--- config.mk ---
export PLATFORM = sky130hd
export DESIGN_NAME = fixed_block_pool_allocator_top
export DESIGN_NICKNAME = d
export VERILOG_FILES = /design/src/hdl/fbpa_pkg.sv /design/src/hdl/fbpa_ram.sv /design/src/hdl/fbpa_ctrl.sv /design/src/hdl/fbpa_resp.sv /design/src/hdl/fixed_block_pool_allocator_top.sv
export VERILOG_INCLUDE_DIRS = /design/src /design/src/hdl
export SDC_FILE = /design/constraint.sdc
export NUM_CORES = 2
export LEC_CHECK = 0
export BUFFER_PORTS_ARGS = -buffer_cell sky130_fd_sc_hd__buf_2
export CAP_MARGIN = 20
export CELL_PAD_IN_SITES_DETAIL_PLACEMENT = 0
export CELL_PAD_IN_SITES_GLOBAL_PLACEMENT = 2
export CORE_ASPECT_RATIO = 0.9
export CORE_MARGIN = 1
export CORE_UTILIZATION = 30
export DETAILED_ROUTE_END_ITERATION = 10
export PLACE_DENSITY = 0.56
export SYNTH_ARGS = -nofsm -noshare
export SYNTH_HDL_FRONTEND = slang
export SYNTH_SLANG_ARGS = --single-unit
--- constraint.sdc ---
create_clock -name clk -period 7.4 [get_ports clk]
set_input_delay 1.11 -clock clk [delete_from_list [all_inputs] [get_ports clk]]
set_output_delay 1.11 -clock clk [all_outputs]
set_load 0.05 [all_outputs]
--- src/hdl/fixed_block_pool_allocator_top_defines.svh ---
// assertion macros for the block pool allocator
`ifndef FIXED_BLOCK_POOL_ALLOCATOR_TOP_DEFINES_SVH
`define FIXED_BLOCK_POOL_ALLOCATOR_TOP_DEFINES_SVH

`ifndef SYNTHESIS
`define FBPA_ASSERT(label, expr) \
  label: assert property (@(posedge clk) disable iff (rst) (expr)) \
    else $error("fbpa: invariant violated");
`define FBPA_ASSERT_IMPLY(label, ante, cons) \
  label: assert property (@(posedge clk) disable iff (rst) (ante) |-> (cons)) \
    else $error("fbpa: implication violated");
`else
`define FBPA_ASSERT(label, expr)
`define FBPA_ASSERT_IMPLY(label, ante, cons)
`endif

`endif

--- src/hdl/fbpa_pkg.sv ---
// types, codes and sizes shared by the block pool allocator
package fbpa_pkg;

  localparam int MAX_BLOCKS      = 256;
  localparam int ALIGN_BYTES     = 8;
  localparam int MAX_BLOCK_BYTES = 65536;

  localparam int IDX_W        = 8;
  localparam int CNT_W        = 9;
  localparam int SIZE_W       = 17;
  localparam int OFFSET_W     = 24;
  localparam int FREE_BYTES_W = 25;
  localparam int CFG_IDX_W    = 2;
  localparam int CFG_DATA_W   = 17;

  localparam logic [1:0] MODE_ALLOC       = 2'd0;
  localparam logic [1:0] MODE_ALLOC_CLEAR = 2'd1;
  localparam logic [1:0] MODE_FREE        = 2'd2;

  localparam logic [1:0] STATUS_OK        = 2'd0;
  localparam logic [1:0] STATUS_EMPTY     = 2'd1;
  localparam logic [1:0] STATUS_BAD_INDEX = 2'd2;

  localparam logic [CFG_IDX_W-1:0] CFG_BLOCK_COUNT = 2'd0;
  localparam logic [CFG_IDX_W-1:0] CFG_BLOCK_BYTES = 2'd1;

  typedef enum logic [0:0] {
    ST_IDLE,
    ST_LINK
  } ctrl_state_t;

  typedef struct packed {
    logic [1:0]       mode;
    logic [IDX_W-1:0] block_index;
  } req_t;

  typedef struct packed {
    logic [1:0]              status;
    logic [IDX_W-1:0]        granted_index;
    logic [OFFSET_W-1:0]     block_offset;
    logic                    clear_needed;
    logic [CNT_W-1:0]        free_blocks;
    logic [FREE_BYTES_W-1:0] free_bytes;
  } rsp_t;

  // result before the size multiplications
  typedef struct packed {
    logic [1:0]       status;
    logic [IDX_W-1:0] granted_index;
    logic             clear_needed;
    logic [CNT_W-1:0] free_blocks;
  } res_t;

  // pool reinitialization on a register write
  typedef struct packed {
    logic             load;
    logic [CNT_W-1:0] count;
  } pool_load_t;

endpackage

--- src/hdl/fbpa_ram.sv ---
// single port write, single port read ram with registered read data
module fbpa_ram #(
  parameter int DEPTH = 256,
  parameter int WIDTH = 9
) (
  input  logic                     clk,
  input  logic                     we,
  input  logic [$clog2(DEPTH)-1:0] waddr,
  input  logic [WIDTH-1:0]         wdata,
  input  logic                     re,
  input  logic [$clog2(DEPTH)-1:0] raddr,
  output logic [WIDTH-1:0]         rdata
);

  logic [WIDTH-1:0] mem [DEPTH];

  always_ff @(posedge clk) begin
    if (we) begin
      mem[waddr] <= wdata;
    end
  end

  always_ff @(posedge clk) begin
    if (re) begin
      rdata <= mem[raddr];
    end
  end

endmodule

--- src/hdl/fbpa_ctrl.sv ---
// free list control: stack head, fresh index, free count and link memory
module fbpa_ctrl (
  input  logic                       clk,
  input  logic                       rst,
  input  logic                       req_valid,
  output logic                       req_stall,
  input  fbpa_pkg::req_t             req,
  input  logic [fbpa_pkg::CNT_W-1:0] cnt,
  input  fbpa_pkg::pool_load_t       pool_load,
  output logic                       res_valid,
  output fbpa_pkg::res_t             res,
  input  logic                       res_taken,
  output logic                       link_wait
);
  import fbpa_pkg::*;

  ctrl_state_t      state, state_next;
  logic [CNT_W-1:0] freed_head;
  logic [CNT_W-1:0] fresh_next;
  logic [CNT_W-1:0] free_count;

  logic [CNT_W-1:0] stack_len;
  logic             accept;
  logic             pop_hit, pop_last, fresh_hit, free_ok;
  res_t             res_next;
  logic [CNT_W-1:0] link_rdata;
  logic             ram_we, ram_re;

  assign accept = req_valid && !req_stall;

  // entries counted on the freed stack
  assign stack_len = free_count - (cnt - fresh_next);

  always_comb begin
    pop_hit   = 1'b0;
    fresh_hit = 1'b0;
    free_ok   = 1'b0;
    pop_last  = (stack_len == CNT_W'(1));
    res_next.status        = STATUS_OK;
    res_next.granted_index = '0;
    res_next.clear_needed  = 1'b0;
    res_next.free_blocks   = free_count;
    case (req.mode)
      MODE_ALLOC, MODE_ALLOC_CLEAR: begin
        if (stack_len != '0 && freed_head < CNT_W'(MAX_BLOCKS)) begin
          pop_hit = 1'b1;
          res_next.granted_index = freed_head[IDX_W-1:0];
          res_next.clear_needed  = (req.mode == MODE_ALLOC_CLEAR);
          res_next.free_blocks   = free_count - CNT_W'(1);
        end else if (fresh_next < cnt) begin
          fresh_hit = 1'b1;
          res_next.granted_index = fresh_next[IDX_W-1:0];
          res_next.clear_needed  = (req.mode == MODE_ALLOC_CLEAR);
          res_next.free_blocks   = free_count - CNT_W'(1);
        end else begin
          res_next.status = STATUS_EMPTY;
        end
      end
      MODE_FREE: begin
        if ({1'b0, req.block_index} < cnt) begin
          free_ok = 1'b1;
          if (free_count < cnt) begin
            res_next.free_blocks = free_count + CNT_W'(1);
          end
        end else begin
          res_next.status = STATUS_BAD_INDEX;
        end
      end
      default: ;
    endcase
  end

  // next state
  always_comb begin
    state_next = state;
    case (state)
      ST_IDLE: begin
        if (accept && pop_hit && !pop_last) begin
          state_next = ST_LINK;
        end
      end
      ST_LINK: state_next = ST_IDLE;
      default: state_next = ST_IDLE;
    endcase
  end

  // outputs
  always_comb begin
    req_stall = 1'b1;
    link_wait = 1'b0;
    case (state)
      ST_IDLE: req_stall = res_valid && !res_taken;
      ST_LINK: link_wait = 1'b1;
      default: ;
    endcase
    ram_we = accept && free_ok;
    ram_re = accept && pop_hit && !pop_last;
  end

  fbpa_ram #(
    .DEPTH(MAX_BLOCKS),
    .WIDTH(CNT_W)
  ) u_link_ram (
    .clk  (clk),
    .we   (ram_we),
    .waddr(req.block_index),
    .wdata(freed_head),
    .re   (ram_re),
    .raddr(freed_head[IDX_W-1:0]),
    .rdata(link_rdata)
  );

  always_ff @(posedge clk) begin
    if (rst) begin
      state      <= ST_IDLE;
      freed_head <= CNT_W'(MAX_BLOCKS);
      fresh_next <= '0;
      free_count <= CNT_W'(MAX_BLOCKS);
      res_valid  <= 1'b0;
    end else begin
      state <= state_next;
      if (pool_load.load) begin
        freed_head <= CNT_W'(MAX_BLOCKS);
        fresh_next <= '0;
        free_count <= pool_load.count;
      end else if (state == ST_LINK) begin
        freed_head <= link_rdata;
      end else if (accept) begin
        free_count <= res_next.free_blocks;
        if (pop_hit && pop_last) begin
          freed_head <= CNT_W'(MAX_BLOCKS);
        end
        if (fresh_hit) begin
          fresh_next <= fresh_next + CNT_W'(1);
        end
        if (free_ok) begin
          freed_head <= {1'b0, req.block_index};
        end
      end
      if (accept) begin
        res_valid <= 1'b1;
      end else if (res_taken) begin
        res_valid <= 1'b0;
      end
    end
  end

  always_ff @(posedge clk) begin
    if (accept) begin
      res <= res_next;
    end
  end

endmodule

--- src/hdl/fbpa_resp.sv ---
// response register: offset and free byte products
module fbpa_resp (
  input  logic                        clk,
  input  logic                        rst,
  input  logic                        res_valid,
  input  fbpa_pkg::res_t              res,
  output logic                        res_taken,
  input  logic [fbpa_pkg::SIZE_W-1:0] slot_bytes,
  output logic                        rsp_valid,
  input  logic                        rsp_stall,
  output fbpa_pkg::rsp_t              rsp
);
  import fbpa_pkg::*;

  logic [IDX_W+SIZE_W-1:0] offset_prod;
  logic [CNT_W+SIZE_W-1:0] bytes_prod;

  assign res_taken   = res_valid && (!rsp_valid || !rsp_stall);
  assign offset_prod = (IDX_W+SIZE_W)'(res.granted_index) * (IDX_W+SIZE_W)'(slot_bytes);
  assign bytes_prod  = (CNT_W+SIZE_W)'(res.free_blocks) * (CNT_W+SIZE_W)'(slot_bytes);

  always_ff @(posedge clk) begin
    if (rst) begin
      rsp_valid <= 1'b0;
    end else if (res_taken) begin
      rsp_valid <= 1'b1;
    end else if (!rsp_stall) begin
      rsp_valid <= 1'b0;
    end
  end

  always_ff @(posedge clk) begin
    if (res_taken) begin
      rsp.status        <= res.status;
      rsp.granted_index <= res.granted_index;
      rsp.block_offset  <= offset_prod[OFFSET_W-1:0];
      rsp.clear_needed  <= res.clear_needed;
      rsp.free_blocks   <= res.free_blocks;
      rsp.free_bytes    <= bytes_prod[FREE_BYTES_W-1:0];
    end
  end

endmodule

--- src/hdl/fixed_block_pool_allocator_top.sv ---
// block pool allocator top level: registers, free list control, response stage
//
//   channel  signals                              direction  transfer when
//   req      req_valid, req_stall, req            in         valid & !stall
//   rsp      rsp_valid, rsp_stall, rsp            out        valid & !stall
//   cfg      cfg_valid, cfg_ready, cfg_index/data in         valid & ready
//
// a free, a fresh allocate, an empty allocate, an unused mode and a pop of the last
// stacked entry leave the control idle; an allocate that pops the freed stack with more
// entries below holds req_stall high in the link state while the next head is read
// from the link memory. a result is registered in the control, then in the response
// stage; one result can wait in the response stage while the next one is computed. reset
// gives 256 blocks of 64 bytes, an empty freed stack; the link memory needs no clearing.
`include "fixed_block_pool_allocator_top_defines.svh"

module fixed_block_pool_allocator_top (
  input  logic                            clk,
  input  logic                            rst,
  input  logic                            req_valid,
  output logic                            req_stall,
  input  fbpa_pkg::req_t                  req,
  output logic                            rsp_valid,
  input  logic                            rsp_stall,
  output fbpa_pkg::rsp_t                  rsp,
  input  logic                            cfg_valid,
  output logic                            cfg_ready,
  input  logic [fbpa_pkg::CFG_IDX_W-1:0]  cfg_index,
  input  logic [fbpa_pkg::CFG_DATA_W-1:0] cfg_data
);
  import fbpa_pkg::*;

  logic [CNT_W-1:0]  block_cnt;
  logic [SIZE_W-1:0] slot_bytes;

  logic              cfg_write;
  logic [CNT_W-1:0]  cnt_clamp;
  logic [SIZE_W-1:0] bytes_clamp;
  logic [SIZE_W:0]   bytes_sum;
  logic [SIZE_W-1:0] bytes_aligned;
  pool_load_t        pool_load;

  logic              res_valid;
  res_t              res;
  logic              res_taken;
  logic              link_wait;

  assign cfg_ready = 1'b1;
  assign cfg_write = cfg_valid && cfg_ready;

  always_comb begin
    cnt_clamp = cfg_data[CNT_W-1:0];
    if (cnt_clamp == '0) begin
      cnt_clamp = CNT_W'(1);
    end else if (cnt_clamp > CNT_W'(MAX_BLOCKS)) begin
      cnt_clamp = CNT_W'(MAX_BLOCKS);
    end
    bytes_clamp = cfg_data[SIZE_W-1:0];
    if (bytes_clamp == '0) begin
      bytes_clamp = SIZE_W'(1);
    end else if (bytes_clamp > SIZE_W'(MAX_BLOCK_BYTES)) begin
      bytes_clamp = SIZE_W'(MAX_BLOCK_BYTES);
    end
    // round up to the alignment
    bytes_sum     = {1'b0, bytes_clamp} + (SIZE_W+1)'(ALIGN_BYTES - 1);
    bytes_aligned = SIZE_W'((bytes_sum / (SIZE_W+1)'(ALIGN_BYTES))
                            * (SIZE_W+1)'(ALIGN_BYTES));
  end

  always_comb begin
    pool_load.load  = 1'b0;
    pool_load.count = block_cnt;
    if (cfg_write) begin
      case (cfg_index)
        CFG_BLOCK_COUNT: begin
          pool_load.load  = 1'b1;
          pool_load.count = cnt_clamp;
        end
        CFG_BLOCK_BYTES: pool_load.load = 1'b1;
        default: ;
      endcase
    end
  end

  always_ff @(posedge clk) begin
    if (rst) begin
      block_cnt  <= CNT_W'(MAX_BLOCKS);
      slot_bytes <= SIZE_W'(64);
    end else if (cfg_write) begin
      if (cfg_index == CFG_BLOCK_COUNT) begin
        block_cnt <= cnt_clamp;
      end
      if (cfg_index == CFG_BLOCK_BYTES) begin
        slot_bytes <= bytes_aligned;
      end
    end
  end

  fbpa_ctrl u_ctrl (
    .clk      (clk),
    .rst      (rst),
    .req_valid(req_valid),
    .req_stall(req_stall),
    .req      (req),
    .cnt      (block_cnt),
    .pool_load(pool_load),
    .res_valid(res_valid),
    .res      (res),
    .res_taken(res_taken),
    .link_wait(link_wait)
  );

  fbpa_resp u_resp (
    .clk       (clk),
    .rst       (rst),
    .res_valid (res_valid),
    .res       (res),
    .res_taken (res_taken),
    .slot_bytes(slot_bytes),
    .rsp_valid (rsp_valid),
    .rsp_stall (rsp_stall),
    .rsp       (rsp)
  );

  // no request transfer while the next head is read from the link memory
  `FBPA_ASSERT_IMPLY(a_link_wait_stalls, link_wait, req_stall)
  // a failed request grants nothing
  `FBPA_ASSERT_IMPLY(a_fail_no_grant, rsp_valid && rsp.status != STATUS_OK,
                     rsp.granted_index == '0 && !rsp.clear_needed && rsp.block_offset == '0)
  // an empty pool leaves no free block
  `FBPA_ASSERT_IMPLY(a_empty_zero_free, rsp_valid && rsp.status == STATUS_EMPTY,
                     rsp.free_blocks == '0)

endmodule

==> results.py <==
metrics = {
    "status": {
        "status": "completed",
    },
    "drt": {
        "vias": 48710,
        "wl_per_cell_um": 26.02,
        "drt-initial-drc-count": 4144,
        "routed_wl_um": 260400,
        "drc": 0,
        "firstDrtPassIters": 5,
        "vias_per_cell": 4.867,
        "antenna_left": 0,
    },
    "grt": {
        "antenna_found_initial": 17,
        "grt_overflow": 0,
        "grt_usage_pct": 14.94,
        "grt_pass1_wl_um": 376700,
        "grt_pass1_vias": 50940,
        "grt_max_degree": 184,
    },
    "sta": {
        "finalHoldViolCount": 0,
        "period_share_pct": 72.82,
        "max_freq_mhz": 185.6,
        "finalSetupTns_ps": 0,
        "holdWs_ps": 420.5,
        "fin_skew_ps": 85.56,
        "finalSetupViolCount": 0,
        "rsz0062_at_grt": "false",
        "fin_crit_ps": 5389,
        "slew_headroom_pct": 26.29,
        "slew_viol_final": 0,
        "worst_pin_slew_ps": 1102,
    },
    "die": {
        "design.die.area_mm2": 0.3451,
        "die_w_um": 619.1,
        "die_h_um": 557.4,
        "start_util_pct": 30.21,
        "pin_count": 106,
        "core_area_mm2": 0.3404,
        "num_rows": 203,
    },
    "setup_path": {
        "arrival_ps": 5970,
        "critPathLaunchType": "flip-flop",
        "crit_path_start": "slot_bytes[8]",
        "r2r_cells": 17,
        "r2r_start": "slot_bytes[8]",
        "crit_path_end_kind": "flip-flop",
        "endpoint": "u_resp.rsp[56]",
        "r2r_end": "u_resp.rsp[56]",
        "critPathMaxFanout": 18,
        "required_ps": 7980,
        "ff2ff_setup_slack_ps": 2010,
        "critPathKind": "flip-flop to flip-flop",
    },
    "final_layout": {
        "drive_gt1_share_pct": 24.83,
        "nNetsFinal": 5604,
        "syn_to_final_growth_pct": 14.26,
        "stdcell_area_mm2": 0.1175,
        "fin_cells": 10010,
    },
    "cts": {
        "cts_resized": 0,
        "clock_sinks": 2449,
        "cts.root.buffer_cell": "clkbuf_16",
        "cts_buffers": 269,
        "clk_pin_slew_ps": 60,
        "clock_latency_ps": 910,
        "ctsHoldBuffers": 0,
        "clockBufferDepth": 4,
        "cts.htree.levels": 5,
        "post_cts_buffers": 0,
        "cts_tree": "done",
    },
    "synthesis": {
        "ys.flop_type": "edfxtp_1",
        "synth_seq_area_share_pct": 71.00,
        "synth_edf_count": 2396,
        "synth_cell_types": 80,
        "netlist_top_cells_area": "edfxtp_1, mux4_2, fa_1",
        "synth_most_common_cell": "edfxtp_1",
        "synth_warnings": 0,
        "async_flop_share_pct": 0,
        "syn_area_mm2": 0.1028,
        "synth_top_area_share_pct": 69.97,
        "yosysTopAreaCell": "edfxtp_1",
        "synth.avg_cell_area_um2": 20.17,
        "synth_seq_cells": 2449,
        "syn_inst": 5098,
        "ys_top_cells_by_count": "edfxtp_1, mux4_2, nor2_1, inv_1, clkbuf_1",
    },
    "power": {
        "p_per_area_mw_per_mm2": 251.6,
        "leakage_nw": 39.65,
        "peakVddDrop_uv": 166.6,
    },
    "placed_design": {
        "dp_cells": 9524,
        "dp_hpwl_um": 160000,
        "dpl_cell_area_mm2": 0.1090,
        "gp_congestion": 0.7535,
        "port-buffer-count": 98,
    },
    "flow_run": {
        "drv_cap": 0,
    },
    "min_path": {
        "hold_class": "flip-flop to flip-flop",
    },
}
kinds of logic (layout without fill, tap and decap cells):
family          count (synthesis)  count (layout)  share of synthesized area [%]
mux                           760             760                          16.60
fa+ha+maj                     280             280                          4.594
buf+inv                       516             907                          1.972
compound gates                222             222                          1.547
xor+xnor                       59              59                         0.5025
flops                        2449            2449                          71.00
simple gates                  810             810                          3.780
other cells                     2              11                       0.007303
per-layer routing:
metal | up-vias | global-route usage [%] | share of wire [%]
met4 | 0 | 3.663 | 2.3
li1 | 20940 | - | -
met3 | 327 | 1.872 | 4.1
met1 | 26410 | 22.10 | 47
met5 | - | 0 | 0
met2 | 1033 | 23.39 | 47
state kept, by name, indices dropped and copies added (netlist names):
name	count
u_ctrl.u_link_ram.mem	2304
u_resp.rsp	63
u_ctrl.free_count	9
slot_bytes	14
u_ctrl.state	1
u_resp.rsp_valid	1
block_cnt	9
u_ctrl.u_link_ram.rdata	9
u_ctrl.res_valid	1
u_ctrl.res	20
u_ctrl.fresh_next	9
u_ctrl.freed_head	9
placed cells by master (no fill, tap or decap), types with 16 or more instances in the layout:
cell type  count
edfxtp_1    2396
mux4_2       756
nor2_1       319
clkbuf_16    275
inv_1        239
fa_1         163
and2_1       161
nand2_1      146
ha_1         116
buf_2         98
buf_4         64
a21oi_1       57
clkbuf_1      53
clkinv_2      49
clkinv_1      47
xnor2_1       44
dfxtp_1       44
o21ai_0       27
buf_12        26
a22oi_1       25
nor3_1        23
nand3_1       23
bufinv_16     19
or3_1         16
final cells by class:
class                           count  area, um^2
Clock buffer                      328        7081
Inverter                          239       897.1
Multi-Input combinational cell   2138       27880
Sequential cell                  2449       73040
Tap cell                         4510        5643
Fill cell                       32010      222900
Timing Repair Buffer              194        1583
Clock inverter                    146        1364
Antenna cell                        4       10.01
power breakdown:
| group | leakage, nW | total, mW | internal [mW] | switching, mW |
|---|---|---|---|---|
| sequential | 24.9 | 15.3 | 15.2 | 0.109 |
| clock | 4.11 | 13.1 | 7.50 | 5.57 |
| combinational | 10.6 | 1.20 | 0.423 | 0.779 |
through the flow:
stage	power, mW	utilization [%]	setup WS (ps)
global route	30.52	34.52	1663
CTS	29.97	34.50	1939
floorplan	16.36	-	1070
global placement	16.81	32.00	1883
finish	29.57	34.52	2011
detailed placement	16.81	32.01	1933
how the worst min path moves through the flow:
stage / startpoint / to / slack [ps] / depth (start not counted)
after floorplan: u_ctrl.res[9] / u_resp.rsp[34] / 400 / 0
after global placement: u_ctrl.res[18] / u_resp.rsp[67] / 410 / 0
after detailed placement: u_ctrl.res[9] / u_resp.rsp[34] / 410 / 0
after CTS: u_ctrl.res[9] / u_resp.rsp[34] / 420 / 0
after global routing: u_ctrl.res[9] / u_resp.rsp[34] / 440 / 0
final: u_ctrl.res[9] / u_resp.rsp[34] / 420 / 0
critical path, cell delays in order, from the launching register on:
cell	delay, ps
dfxtp_1	730
nand2_1	170
fa_1	530
fa_1	550
inv_1	50
fa_1	470
inv_1	50
fa_1	480
inv_1	40
ha_1	320
o21ai_0	280
nor2_1	90
a21oi_1	290
a21oi_1	150
a211oi_1	490
o21ai_0	160
a21oi_1	200
xnor2_1	80
Power figures use the tool's default switching activity.
